<file path="src/hw/rtl/hgba_ram.sv">
// Generic single-port-write, single-port-read RAM with registered read.
// No dependencies.
`timescale 1ns / 1ps
module hgba_ram #(
  parameter int unsigned Width = 8,
  parameter int unsigned Depth = 16
) (
  input  logic                     clk_i,
  input  logic                     we_i,
  input  logic [$clog2(Depth)-1:0] waddr_i,
  input  logic [Width-1:0]         wdata_i,
  input  logic [$clog2(Depth)-1:0] raddr_i,
  output logic [Width-1:0]         rdata_o
);
  logic [Width-1:0] mem_q [Depth];

  always_ff @(posedge clk_i) begin
    if (we_i) begin
      mem_q[waddr_i] <= wdata_i;
    end
    rdata_o <= mem_q[raddr_i];
  end
endmodule

</file>
<file path="config.mk">
export PLATFORM = sky130hd
export DESIGN_NAME = hgba_ram
export DESIGN_NICKNAME = d
export VERILOG_FILES = /design/src/hw/rtl/hgba_ram.sv
export SDC_FILE = /design/constraint.sdc
export NUM_CORES = 1
export LEC_CHECK = 0
export ABC_AREA = 1
export ABC_CLOCK_PERIOD_IN_PS = 1150
export BUFFER_PORTS_ARGS = -buffer_cell sky130_fd_sc_hd__buf_2
export CAP_MARGIN = 25
export CORE_UTILIZATION = 30
export CTS_CLUSTER_SIZE = 40
export DETAILED_ROUTE_END_ITERATION = 8
export PLACE_DENSITY = 0.5
export SETUP_SLACK_MARGIN = 0.4
export SLEW_MARGIN = 40
export SYNTH_ARGS = -nofsm -noshare
export SYNTH_HDL_FRONTEND = slang
export SYNTH_SLANG_ARGS = --single-unit
</file>
<file path="constraint.sdc">
create_clock -name clk_i -period 1.15 [get_ports clk_i]
set_clock_uncertainty 0.15 [all_clocks]
set_input_delay 0 -clock clk_i [delete_from_list [all_inputs] [get_ports clk_i]]
set_output_delay 0 -clock clk_i [all_outputs]
set_load 0.02 [all_outputs]
</file>
# Word level (Yosys, flattened, before mapping)
# Memory sizes are Yosys's and may differ from the RTL's. A register that Yosys moved wholly into a read port is not among the register bits.
# Index checks and enable logic that the tools add are counted.
# word_totals
ff_bits	0
latch_bits	0
mem_bits_rw	128
mem_bits_ro	0
output_inout_bits	8
word_cells	3
n_memories	1
# classes
add_sub_neg	0
n_mul	0
n_div	0
n_lt_le_gt_ge	0
n_eq_ne	0
n_shift	0
muxes	2
n_bitwise	0
n_reduce_logical	0
# memory_table
name	depth	word_bits	rd	rd_ports_with_merged_regs	wr	line_no	rtl
mem_q	16	8	1	1	1	15	logic [Width-1:0] mem_q [Depth];
# ops
op	n
$mux W1	2

# Depth between registers and ports, before layout
# logic_depth
depth_word	2
depth_mapped	8
depth_no_buf	7

# Worst setup path after synthesis
# No wires, ideal clock.
# synth_timing
path_kind	input to register
start	input waddr_i[3]
end	memory mem_q[4][0], enable pin
setup_time_ns	0.370
arrival_time_ns	0.581
path_slack_ns	0.049
path_stages	2
path_buffers	0
cell_sequence	nand3b_1 > nor2_1
# synth_rtl
item	line_no	rtl
start: declaration	10	input logic [$clog2(Depth)-1:0] waddr_i,
end: declaration	15	
# Straight into the memory's write port.

==> metrics.txt <==
die width=141 um; Max FO, Critical Path=1; Fin Setup TNS=0 ps; Yosys reg bits=136; Final #Nets=621; die area=19800 um2; vias=3816; vias per cell=approximately 4.5; first-pass GRT wire length=22200 um; starting density of the core=30.7%; Peak Freq=919 MHz; WL final=14300 um; num ports=26; Synth top area share=66.7%; CTS sink cnt=roughly 140; RSZ-0062 raised after global routing=true; failing checks=negative hold slack; combinational share of power=7.7%; worst vdd ir=between 0.001 and 0.0015 V; top post-synthesis cells by area=edfxtp_1 67%, nand2_1 11%, nand3_1 8.4%; cells after synthesis=551; placed inst area=roughly 6500 um2; CP Capture Type=flop; Slew headroom=70.1%; CTS root buffer=clkbuf_16; post-CTS setup buffer count=0; Clock Latency Late Sink=410 ps; Layout Cells excl Fill=850; Switching Fraction=22.1%; sequential share of power=a little under half; WS Path Type=reg -> reg; Area Overhead vs Synth=28.4%; status=finished with violations; pin count of the biggest net entering global routing=59; Die H=141 um; max-cap violations=0; Clock transition at path regs=60 ps; sequential area share after synthesis=roughly 69%; pwr dens=1640 nW/um2; placed cells=818; initial antenna violation count=0; DRC Markers=0; vias in the first global route=3834; DR WL/cell=between 15 and 20 um; P_leak=3.12 nW; syn avg cell area=10.5 um2; final hold vios=176; Clk network pwr share=46.3%; CTS tree=yes; drt first-iter violations=about 210; total CTS buffers=17; fillcell total=1845; final worst-path cycle share=94.7%; Slew @ Worst Pin=448 ps; GPL Wtd Cong=between 0.8 and 0.9; Bufs on Longest Clock Path=2; All-Layer GR Usage=15.6%; area leader, netlist=edfxtp_1; drt pass-1 iters=4; CP Launch Type=flop; synth warn=0; NetSw=2.68 mW; share of cells above drive strength 1=25.6%; Post-Syn Area=5770 um2; hold slack=-165 ps; # diodes=0; finished layout cell area=around 7400 um2; syn nets=between 500 and 600; crit path time final=1090 ps; Req. time, crit path=~1300 ps; Worst EP arrival=1240 ps; final setup fails=0; fin. max-slew vios=0; Pint=9.48 mW; hold crit path type=in -> reg; final antenna-violating net count=0; Netlist cell types=12; H-tree depth=4; hpwl dp=between 9000 and 10000 um; Core Box Area=18800 um2; IO Port Bufs=25; row count=50; total congestion overflow=0
-- logic make-up (layout without fill, tap and decap cells) --
group / after synthesis / after routing / synth area share, %
and+or+nand+nor: 289 / 289 / 21.0
DFF: 136 / 136 / 69.4
buffers and inverters: 126 / 191 / 9.52
-- routing by layer --
layer / routed length (um) / global-route usage (%) / vias up
met3: 513 / 3.63 / 20
met4: 316 / 6.18 / 0
met2: 7080 / 26.1 / 71
met5: 0 / 0 / -
li1: - / - / 1879
met1: 6340 / 19.4 / 1846
-- path summary, 6_finish.rpt --
| path | slack [ps] | start | to | cells after the start |
|---|---|---|---|---|
| worst max-delay path | 60 | mem_q[7][1] | rdata_o[1] | 6 |
| worst min-delay path | -160 | raddr_i[2] | rdata_o[0] | 4 |
| worst min register to register | 530 | mem_q[0][6] | rdata_o[6] | 6 |
| worst max register to register | 60 | mem_q[7][1] | rdata_o[1] | 6 |
-- synth_stat cells --
cell type  instances
nand2_1          173
edfxtp_1         128
nand3_1           97
dfxtp_1            8
nor2_1            17
buf_6              6
buf_4              4
inv_1            100
buf_2             13
inv_2              2
buf_1              1
nand3b_1           2
-- worst max-delay path, cell delays in order (launching register included) --
cell and delay, ps:
edfxtp_1 370, inv_1 60, nand2_1 40, nand3_1 100, nand3_2 80, nand3_2 100
nand2_2 70
-- what timing repair did --
| item | 4_1_cts | 5_1_grt |
|---|---|---|
| setup endpoints to repair | 64 | 38 |
| cloned | 0 | 0 |
| hold endpoints to repair | 176 | 176 |
| pin swaps | 11 | 14 |
| resized for setup | 55 | 16 |
-- cells in the final DEF, fill, tap and decap left out --
master	n
inv_1	98
clkinvlp_4	3
clkinv_2	2
bufinv_16	4
nand2_4	4
nand2_2	2
nand3_2	38
inv_4	2
buf_6	11
clkbuf_16	17
nor2_4	9
buf_2	15
nand2_1	167
dfxtp_1	1
buf_8	2
buf_4	20
nand3_4	1
clkinv_1	3
nand3_1	58
inv_2	2
edfxtp_1	128
dfxtp_2	7
nand3b_1	2
buf_12	9
clkbuf_1	1
nor2_2	8
clkinv_4	2
-- stage by stage --
step	utilization, %	worst slack (ps)	power (mW)
6_report	39.4	61.4	12.2
5_1_grt	39.4	-4.11	12.5
4_1_cts	39.0	57.4	12.2
3_5_place_dp	34.7	-103	6.54
3_3_place_gp	34.7	-110	6.53
2_1_floorplan	-	126	6.14
-- power groups by stage --
stage,registers (mW),logic [mW],clock network [mW]
3_3_place_gp,5.69,0.844,0
2_1_floorplan,5.71,0.426,0
6_report,5.60,0.939,5.63
3_5_place_dp,5.69,0.851,0
5_1_grt,5.60,1.03,5.90
4_1_cts,5.60,0.937,5.71
-- state kept, by name, summed over array words and instances, names as in the netlist --
register  flops
rdata_o       8
mem_q       128
-- area by class of cell --
type	instances	area (um2)	area share (%)
clock buffer	18	429	5.80
clock inverter	14	181	2.45
inverter	102	388	5.24
multi-input combinational	289	1540	20.8
sequential	136	4010	54.2
tap	234	293	3.96
timing repair buffer	57	559	7.56
Power figures use the tool's default switching activity.
